<file path="src/hcfi_ram.sv">
// Generic simple dual-port RAM, one write port and one registered read port.
`default_nettype none

module hcfi_ram #(
  parameter int WIDTH = 8,
  parameter int DEPTH = 16,
  localparam int AW   = $clog2(DEPTH)
) (
  input  wire logic             clk_i,
  input  wire logic             we_i,
  input  wire logic [AW-1:0]    waddr_i,
  input  wire logic [WIDTH-1:0] wdata_i,
  input  wire logic [AW-1:0]    raddr_i,
  output logic      [WIDTH-1:0] rdata_o
);

  logic [WIDTH-1:0] mem [DEPTH];

  // Write port
  always_ff @(posedge clk_i) begin
    if (we_i) begin
      mem[waddr_i] <= wdata_i;
    end
  end

  // Registered read port
  always_ff @(posedge clk_i) begin
    rdata_o <= mem[raddr_i];
  end

endmodule

`default_nettype wire

</file>
<file path="config.mk">
export PLATFORM = sky130hd
export DESIGN_NAME = hcfi_ram
export DESIGN_NICKNAME = d
export VERILOG_FILES = /design/src/hcfi_ram.sv
export SDC_FILE = /design/constraint.sdc
export NUM_CORES = 1
export LEC_CHECK = 0
export BUFFER_PORTS_ARGS = -buffer_cell sky130_fd_sc_hd__buf_2
export CELL_PAD_IN_SITES_DETAIL_PLACEMENT = 1
export CELL_PAD_IN_SITES_GLOBAL_PLACEMENT = 1
export CORE_MARGIN = 2
export CORE_UTILIZATION = 56
export CTS_BUF_LIST = sky130_fd_sc_hd__clkbuf_4
export DETAILED_ROUTE_END_ITERATION = 8
export PLACE_DENSITY_LB_ADDON = 0.1
export SYNTH_ARGS = -nofsm -noshare
export SYNTH_HDL_FRONTEND = slang
export SYNTH_SLANG_ARGS = --single-unit
</file>
<file path="constraint.sdc">
create_clock -name clk_i -period 1.7 [get_ports clk_i]
set_input_delay 0.085 -clock clk_i [delete_from_list [all_inputs] [get_ports clk_i]]
set_output_delay 0.085 -clock clk_i [all_outputs]
set_load 0.005 [all_outputs]
</file>
==> impl_metrics.tcl <==
set metrics [dict create \
    status "completed" \
    place_congestion 0.723 \
    slew_headroom_pct 74.1 \
    drv_slew 0 \
    vias_per_cell 5.96 \
    ys_seq_area_share_pct 77.8 \
    crit_arrival_ns 1.78 \
    ios 26 \
    diodes 0 \
    worstMarginPinSlew_ns 0.388 \
    syn_to_final_growth_pct 14.2 \
    first_pass_iters 4 \
    maxCapViolCount 0 \
    avgSynthCellArea_um2 22.5 \
    critical_path.max_fanout 1 \
    fin_ws_ns 0.280 \
    yosys_warnings 0 \
    io_buffers 25 \
    crit_chain "mux4_1 -> a22oi_1 -> nand2_1" \
    grt_max_degree 22 \
    grt_use_total_pct 22.2 \
    min_period_over_period_pct 83.5 \
    slowest_delay_ns 0.53 \
    p_per_area_nw_per_um2 1030 \
    final_cell_mix "128 x edfxtp_1, 25 x buf_2, 21 x buf_4, 18 x mux4_2, 18 x clkbuf_4" \
    clock_path_buffers 2 \
    wire_per_inst_um 23.8 \
    crit_type "reg2reg" \
    hold_depth 3 \
    skew_ns 0.0154 \
    layout_commonest_cell "edfxtp_1" \
    grt_pass1_vias 2717 \
    vdd_ir_drop_max_uv 550 \
    die_area_um2 9980 \
    nNetsFinal 313 \
    grt_use_met2_pct 36.2 \
    fmax_mhz 704 \
    slowest_stage "mux4_1" \
    insertion_delay_ns 0.49 \
    use_met3_pct 5.50 \
    grt_first_pass_wirelength_um 15500 \
    regArea_um2 4000 \
    cts_resized 0 \
    ys_ff_latch 136 \
    grt.met1_usage_pct 29.5 \
    start_kind "flop" \
    place_hpwl_um 6850 \
    antenna_found_initial 0 \
    synth_nets 247 \
    rr_worst_depth 3 \
    cts_max_level 4 \
    drt_iter0_drc 94 \
    num_rows 34 \
    pre_cts_ws_ns 0.212 \
    core_um2 8810 \
    rsz0062_at_grt "no" \
    cts_tree "yes" \
    syn_area_um2 5150 \
    start_util_pct 58.5 \
    grt.overflow.total 0 \
    die_y_um 99.9 \
    cts_made_buffers 17 \
    cp-end-kind "flop" \
    drive_gt1_share_pct 31.8 \
    fillers 723 \
    leakage_nw 2.00 \
    numClockSinks 136 \
    synth.distinct_cells 19 \
    crit_required_ns 2.06 \
    synth_cells 229 \
    holdCritPathClass "in2reg" \
    vias 2481 \
    drc 0 \
    antenna_left 0 \
    path_clk_slew_ns 0.12 \
    drt-total-wl_um 9900 \
    timing.final.crit_period_ns 1.42 \
    busiest_layer "met2" \
    setup_viol 0 \
    fp.dieW_um 99.9 \
    setup_tns_ns 0 \
    hold_viol 0 \
    multi_input_area_um2 1060 \
    clockRootBuffer "clkbuf_4" \
]
[critical path, delay by kind of cell, from the launching register on]
| family | cells | cell delay [ns] |
|---|---|---|
| mux | 1 | 0.53 |
| flops | 1 | 0.38 |
| simple gates | 1 | 0.12 |
| compound gates | 1 | 0.27 |
[metrics by stage]
step | hold WS, ns | utilization [%] | power [mW] | std cells | instance area [um2]
floorplan | 0.184 | - | 4.03 | 229 | 5150
global placement | 0.464 | 62.9 | 4.18 | 376 | 5540
CTS | 0.0880 | 66.8 | 6.08 | 416 | 5880
detailed placement | 0.469 | 62.9 | 4.20 | 376 | 5540
finish | 0.148 | 66.8 | 6.03 | 416 | 5880
global route | 0.114 | 66.8 | 6.25 | 416 | 5880
[flip-flops by register name, indices dropped and copies added, names as in the netlist]
signal   cells
mem        128
rdata_o      8
[where the power goes]
part	internal, mW	total [mW]	switching, mW	leakage, nW
clock network	0.751	1.90	1.14	0.134
registers	3.74	3.77	0.0231	1.22
logic	0.172	0.371	0.199	0.644
[synth_stat cells, drive strengths merged]
master	n	area (um2)
a22oi	16	120
and2	1	6.26
and2b	1	7.51
buf	7	56.3
clkdlybuf4s25	3	30.0
dfxtp	8	160
edfxtp	128	3840
mux4	32	773
nand2	9	33.8
nand2b	2	12.5
nand3	1	5.00
nand3b	2	15.0
nor2	13	48.8
nor2b	1	6.26
nor3	4	20.0
or3b	1	8.76
[path summary, 6_finish.rpt]
| kind | from | end | slack (ns) |
|---|---|---|---|
| worst max-delay path | mem[1][5]$_DFFE_PP_ | rdata_o[5]$_DFF_P_ | 0.28 |
| worst min-delay path | waddr_i[0] | mem[4][5]$_DFFE_PP_ | 0.15 |
| worst max register to register | mem[1][5]$_DFFE_PP_ | rdata_o[5]$_DFF_P_ | 0.28 |
| worst min register to register | mem[14][3]$_DFFE_PP_ | rdata_o[3]$_DFF_P_ | 0.69 |
[metal layers]
layer,routed length [um],vias to the layer above
met5,0,-
met4,146,0
met3,390,17
met2,5110,74
met1,4260,1282
li1,-,1108
[layout make-up]
class | count | area share, %
flip-flops and latches | 136 | 68.1
multi-input cells | 83 | 18.0
repair buffers | 57 | 7.19
clock buffers | 18 | 2.30
well taps | 108 | 2.30
clock inverters | 14 | 2.15
[logic make-up (layout without fill, tap and decap cells)]
logic type | count (synthesis) | count (layout) | synth area share, %
buf+inv | 10 | 89 | 1.68
simple gates | 35 | 35 | 3.18
mux | 32 | 32 | 15.0
flops | 136 | 136 | 77.8
compound gates | 16 | 16 | 2.33
[timing repair]
item                      CTS  global route
buffers inserted            0             0
hold buffers                8             0
hold endpoints to repair  128             0
(Power assumes the default switching activity.)
