<file path="src/hcfi_pkg.sv">
// Package for the hash chain find-or-insert block: sizes, types, memory request and response structs.
`default_nettype none

package hcfi_pkg;

  localparam int BUCKET_BITS  = 12;
  localparam int POOL_ENTRIES = 1024;
  localparam int NUM_BUCKETS  = 1 << BUCKET_BITS;
  localparam int IDX_W        = $clog2(POOL_ENTRIES);
  localparam int CNT_W        = $clog2(POOL_ENTRIES + 1);
  localparam int KEY_W        = 64;
  localparam int PTR_W        = IDX_W + 1;

  typedef logic [IDX_W-1:0]       idx_t;
  typedef logic [CNT_W-1:0]       cnt_t;
  typedef logic [BUCKET_BITS-1:0] bkt_t;
  typedef logic [KEY_W-1:0]       key_t;

  // Chain pointer: valid flag plus pool index
  typedef struct packed {
    logic valid;
    idx_t idx;
  } ptr_t;

  // Sequencer to memories
  typedef struct packed {
    logic head_we;
    bkt_t head_waddr;
    ptr_t head_wdata;
    bkt_t head_raddr;
    logic link_we;
    idx_t link_waddr;
    ptr_t link_wdata;
    logic key_we;
    idx_t key_waddr;
    key_t key_wdata;
    idx_t ent_raddr;
  } mem_req_t;

  // Memories to sequencer (registered read data)
  typedef struct packed {
    ptr_t head_rdata;
    ptr_t link_rdata;
    key_t key_rdata;
  } mem_rsp_t;

endpackage

`default_nettype wire

</file>
<file path="src/hcfi_ctrl.sv">
// Sequencer: head clear pass, chain walk with the shared key comparator, allocate and link.
`default_nettype none

module hcfi_ctrl (
  input  wire logic                      clk_i,
  input  wire logic                      rst_ni,
  input  wire logic                      start_i,
  input  wire logic [hcfi_pkg::KEY_W-1:0] lookup_key_i,
  output logic                           busy_o,
  output logic                           done_o,
  output logic                           was_found_o,
  output logic [hcfi_pkg::IDX_W-1:0]     entry_index_o,
  output logic                           pool_full_o,
  output logic [hcfi_pkg::CNT_W-1:0]     stored_total_o,
  output hcfi_pkg::mem_req_t             mem_req_o,
  input  wire hcfi_pkg::mem_rsp_t        mem_rsp_i
);

  import hcfi_pkg::*;

  typedef enum logic [2:0] {
    S_CLEAR,
    S_IDLE,
    S_HEAD,
    S_WALK,
    S_ALLOC,
    S_LINK
  } state_e;

  state_e state_q;
  bkt_t   clr_q;
  key_t   key_q;
  idx_t   cur_q;
  ptr_t   tail_q;
  cnt_t   used_q;
  logic   done_q;
  logic   found_q;
  idx_t   index_q;
  logic   full_q;
  cnt_t   total_q;

  idx_t   fresh;
  logic   is_full;
  logic   key_match;

  assign fresh     = used_q[IDX_W-1:0];
  assign is_full   = (used_q == CNT_W'(POOL_ENTRIES));
  // Shared comparator: stored key of the current chain entry against the item key
  assign key_match = (mem_rsp_i.key_rdata == key_q);

  // Memory requests
  always_comb begin
    mem_req_o            = '0;
    mem_req_o.head_raddr = lookup_key_i[BUCKET_BITS-1:0];
    mem_req_o.ent_raddr  = (state_q == S_HEAD) ? mem_rsp_i.head_rdata.idx
                                               : mem_rsp_i.link_rdata.idx;
    // Bucket heads: clear pass or first entry of an empty chain
    mem_req_o.head_we    = (state_q == S_CLEAR) || ((state_q == S_LINK) && !tail_q.valid);
    mem_req_o.head_waddr = (state_q == S_CLEAR) ? clr_q : key_q[BUCKET_BITS-1:0];
    mem_req_o.head_wdata = (state_q == S_CLEAR) ? ptr_t'('0) : ptr_t'{valid: 1'b1, idx: fresh};
    // Links: terminate the new entry, then hook it onto the tail
    mem_req_o.link_we    = ((state_q == S_ALLOC) && !is_full) ||
                           ((state_q == S_LINK) && tail_q.valid);
    mem_req_o.link_waddr = (state_q == S_ALLOC) ? fresh : tail_q.idx;
    mem_req_o.link_wdata = (state_q == S_ALLOC) ? ptr_t'('0) : ptr_t'{valid: 1'b1, idx: fresh};
    // Key store
    mem_req_o.key_we     = (state_q == S_ALLOC) && !is_full;
    mem_req_o.key_waddr  = fresh;
    mem_req_o.key_wdata  = key_q;
  end

  // Sequencer state and registered result
  always_ff @(posedge clk_i or negedge rst_ni) begin
    if (!rst_ni) begin
      state_q <= S_CLEAR;
      clr_q   <= '0;
      key_q   <= '0;
      cur_q   <= '0;
      tail_q  <= '0;
      used_q  <= '0;
      done_q  <= 1'b0;
      found_q <= 1'b0;
      index_q <= '0;
      full_q  <= 1'b0;
      total_q <= '0;
    end else begin
      done_q <= 1'b0;
      case (state_q)
        S_CLEAR: begin
          clr_q <= clr_q + bkt_t'(1);
          if (clr_q == bkt_t'(NUM_BUCKETS - 1)) begin
            state_q <= S_IDLE;
          end
        end
        S_IDLE: begin
          if (start_i) begin
            key_q   <= lookup_key_i;
            state_q <= S_HEAD;
          end
        end
        S_HEAD: begin
          tail_q <= '0;
          if (mem_rsp_i.head_rdata.valid) begin
            cur_q   <= mem_rsp_i.head_rdata.idx;
            state_q <= S_WALK;
          end else begin
            state_q <= S_ALLOC;
          end
        end
        S_WALK: begin
          if (key_match) begin
            done_q  <= 1'b1;
            found_q <= 1'b1;
            index_q <= cur_q;
            full_q  <= 1'b0;
            total_q <= used_q;
            state_q <= S_IDLE;
          end else begin
            tail_q <= ptr_t'{valid: 1'b1, idx: cur_q};
            if (mem_rsp_i.link_rdata.valid) begin
              cur_q <= mem_rsp_i.link_rdata.idx;
            end else begin
              state_q <= S_ALLOC;
            end
          end
        end
        S_ALLOC: begin
          if (is_full) begin
            done_q  <= 1'b1;
            found_q <= 1'b0;
            index_q <= '0;
            full_q  <= 1'b1;
            total_q <= used_q;
            state_q <= S_IDLE;
          end else begin
            state_q <= S_LINK;
          end
        end
        S_LINK: begin
          used_q  <= used_q + cnt_t'(1);
          done_q  <= 1'b1;
          found_q <= 1'b0;
          index_q <= fresh;
          full_q  <= 1'b0;
          total_q <= used_q + cnt_t'(1);
          state_q <= S_IDLE;
        end
        default: begin
          state_q <= S_IDLE;
        end
      endcase
    end
  end

  assign busy_o         = (state_q != S_IDLE);
  assign done_o         = done_q;
  assign was_found_o    = found_q;
  assign entry_index_o  = index_q;
  assign pool_full_o    = full_q;
  assign stored_total_o = total_q;

endmodule

`default_nettype wire

</file>
<file path="config.mk">
export PLATFORM = sky130hd
export DESIGN_NAME = hcfi_ctrl
export DESIGN_NICKNAME = d
export VERILOG_FILES = /design/src/hcfi_pkg.sv /design/src/hcfi_ctrl.sv
export SDC_FILE = /design/constraint.sdc
export NUM_CORES = 1
export LEC_CHECK = 0
export BUFFER_PORTS_ARGS = -buffer_cell sky130_fd_sc_hd__buf_2
export CAP_MARGIN = 10
export CORE_AREA = 5 5 178 94
export DETAILED_ROUTE_END_ITERATION = 8
export DIE_AREA = 0 0 183 99
export GPL_TIMING_DRIVEN = 0
export PLACE_DENSITY = 0.81
export SKIP_LAST_GASP = 1
export SLEW_MARGIN = 0
export SYNTH_ARGS = -nofsm -noshare
export SYNTH_HDL_FRONTEND = slang
export SYNTH_SLANG_ARGS = --single-unit
</file>
<file path="constraint.sdc">
create_clock -name clk_i -period 2.4 [get_ports clk_i]
set_input_delay 0.12 -clock clk_i [delete_from_list [all_inputs] [get_ports clk_i]]
set_output_delay 0.12 -clock clk_i [all_outputs]
set_load 0.03 [all_outputs]
</file>
==> impl_metrics.ini <==
[status]
outcome = finished, violations left
violations = setup timing

[worst_setup_path]
crit_type = reg2reg
critPathCaptureType = register
cp_max_fo = 5
crit_path_top_delay_cell = dfrtp_1
cp.required_ps = 2690
crit_path_start_kind = register
arrival_ps = 2700
crit_family = simple AND/OR/NAND/NOR gates
slowest_delay_ps = 410
crit_buf_inv = 2
cp_cell_sequence = xnor2_1 -> nand4_1 -> nor4_4 -> nand4_4 -> o21ai_4 -> buf_12 -> clkbuf_16 -> mux2_4

[timing]
period_share_pct = 101
slew_violations = 0
setup_viol = 10
grt_setup_unrepaired = yes
finalSetupTns_ps = -108
finalHoldViolCount = 0
fin_worst_skew_ps = 11.4
slew_headroom_pct = 64.3
fmax_ghz = 0.414
tightest_slew_ps = 535
min_period_ps = 2420
setup_slack_ps = -18.4

[worst_hold_path]
min_path_type = in2reg

[yosys]
syn_inst = 619
synth.avg_cell_area_um2 = 11.4
synth_nets = 776
synth_seq_cells = 135
synth.distinct_cells = 45
async_flop_share_pct = 100
yosys_warnings = 0
synth_edf_count = 0
synth_area_um2 = 7060
ys.flop_type = dfrtp_1
ys_seq_area_share_pct = 47.9

[place]
port-buffer-count = 320
place_area_um2 = 8950
dp_slack_ps = -271
dp.cells = 1144
dp_hpwl_um = 18700
gp_congestion = 0.910

[routing]
drt_iter0_drc = 373
firstDrtPassIters = 5
vias_per_cell = 5.19
drc = 0
drt_wl_total_um = 25400
postRouteAntennaNets = 0
wl_per_cell_um = 20.2
vias = 6541

[power_and_ir_drop]
total_power_uw = 13500
p_leak_uw = 0.00538
power_density_nw_per_um2 = 1280
vdd_ir_drop_max_v = 0.000879

[global_route]
track_usage_pct = 27.3
grt_first_pass_wirelength_um = 38500
antenna_found_initial = 0
grt_pass1_vias = 6780
grt.overflow.total = 0
grt_max_degree = 91

[die]
die_y_um = 99
fp-row-count = 32
ios = 321
start_util_pct = 47.0
dieArea_um2 = 18100
design.core.area_um2 = 15000
die_w_um = 183

[clock_tree]
clk_pin_slew_worst_paths_ps = 60
numCtsBuffers = 17
tritoncts = done
cts.sinks = 135
clock_latency_ps = 400
root_buffer = clkbuf_16
htree_levels = 4
cts.path.max_buffers = 2

[final_layout]
fin_nets = 1201
areaGrowthSynthToFinish_pct = 49.1
fillers = 1089
drive_above_1_share_pct = 51.5
finalInstanceArea_um2 = 10500
final_cells = 1260
insertedDiodeCount = 0

[run]
drv_cap = 0
per-stage QoR:
step,utilization (%),hold slack (ps)
CTS,68.7,15.8
global placement,59.4,352
detailed placement,59.6,76.7
floorplan,-,-176
finish,70.1,32.3
global route,70.1,21.1
per-layer routing:
layer	GRT usage [%]	vias up	share of wire, %
met5	0	-	0
met4	5.89	0	1.0
met3	10.4	26	9.8
met2	42.2	300	45
met1	36.8	3228	44
li1	-	2987	-
layout make-up:
cell class / instances / area [µm²] / area share (%)
buffer: 52 / 335 / 3.19
clock inverter: 12 / 82.6 / 0.785
tap: 204 / 255 / 2.42
inverter: 10 / 37.5 / 0.357
sequential: 135 / 3380 / 32.1
multi-input combinational: 421 / 3470 / 33.0
clock buffer: 19 / 443 / 4.21
timing repair buffer: 407 / 2520 / 23.9
cells in the mapped netlist, types with 2 or more instances:
master    count  area share [%]
buf_6         2            0.32
clkbuf_1     18            0.96
and2_1       10            0.89
ha_1          4            0.71
o21ai_0      13            0.92
mux2_2       84              13
nand4b_1      2            0.25
and3_1       21             1.9
buf_2        11            0.78
buf_4        22             2.3
xor2_1        9             1.1
nor2b_1       9            0.80
inv_1         9            0.48
nor3_1        4            0.28
nand2b_1      2            0.18
mux2_4       19             4.0
nand3_1      10            0.71
a221o_1      10             1.4
a21o_1        2            0.21
a31o_2       10             1.2
nor4_2        3            0.53
xnor2_1      76             9.4
nor2_1       18            0.96
dfrtp_1     135              48
nand2_1      75             4.0
nand4_1      22             1.9
cell families (layout without fill, tap and decap cells):
logic type	count (synthesis)	in the layout	synth area share [%]
buffers and inverters	63	500	4.93
DFF	135	135	47.9
muxes	103	103	17.4
xor gates and xnor gates	85	85	10.5
and+or+nand+nor	186	186	13.8
AOI/OAI and AO/OA	43	43	4.72
adders and majority gates	4	4	0.709
registers in the layout, summed over array words and instances, names as in the netlist:
name and count:
cur_q 10, key_q 64, used_q 11, was_found_o 1, tail_q 11, clr_q 12
done_o 1, stored_total_o 11, pool_full_o 1, state_q 3, entry_index_o 10
power breakdown:
| group | total (µW) | switching, µW | internal, µW |
|---|---|---|---|
| Clock | 2330 | 993 | 1340 |
| Combinational | 6970 | 4280 | 2690 |
| Sequential | 4190 | 1020 | 3170 |
final timing paths:
check	startpoint	cells past startpoint	to	slack, ps
worst max-delay path	key_q[22]	8	stored_total_o[8]	-20
worst min-delay path	lookup_key_i[3]	2	key_q[3]	30
worst max register to register	key_q[22]	8	stored_total_o[8]	-20
worst min register to register	clr_q[8]	1	clr_q[8]	500
max in group asynchronous	rst_ni	3	key_q[62]	1360
min in group asynchronous	rst_ni	2	key_q[45]	210
cells in the final DEF (no fill, tap or decap), drive strengths merged, types with 2 or more instances in the layout:
cell type	n
nand4	23
clkinvlp	3
nand2b	2
a221o	10
nor3	5
nand3	10
buf	366
ha	4
inv	9
xor2	9
xnor2	76
dlygate4sd3	75
dfrtp	135
and3	22
nand2	75
clkinv	10
o21ai	15
clkbuf	37
mux2	103
and2	10
a31o	10
nand4b	2
nor2b	9
nor2	18
nor4	5
a21o	2
timing repair:
action | CTS | global route
setup buffers | 4 | 5
hold endpoints to repair | 119 | 0
endpoints found under the setup margin | 68 | 136
pin swaps | 5 | 7
hold buffers | 75 | 0
cloned | 0 | 2
gates resized for setup | 11 | 32
Power figures use the tool's default switching activity.
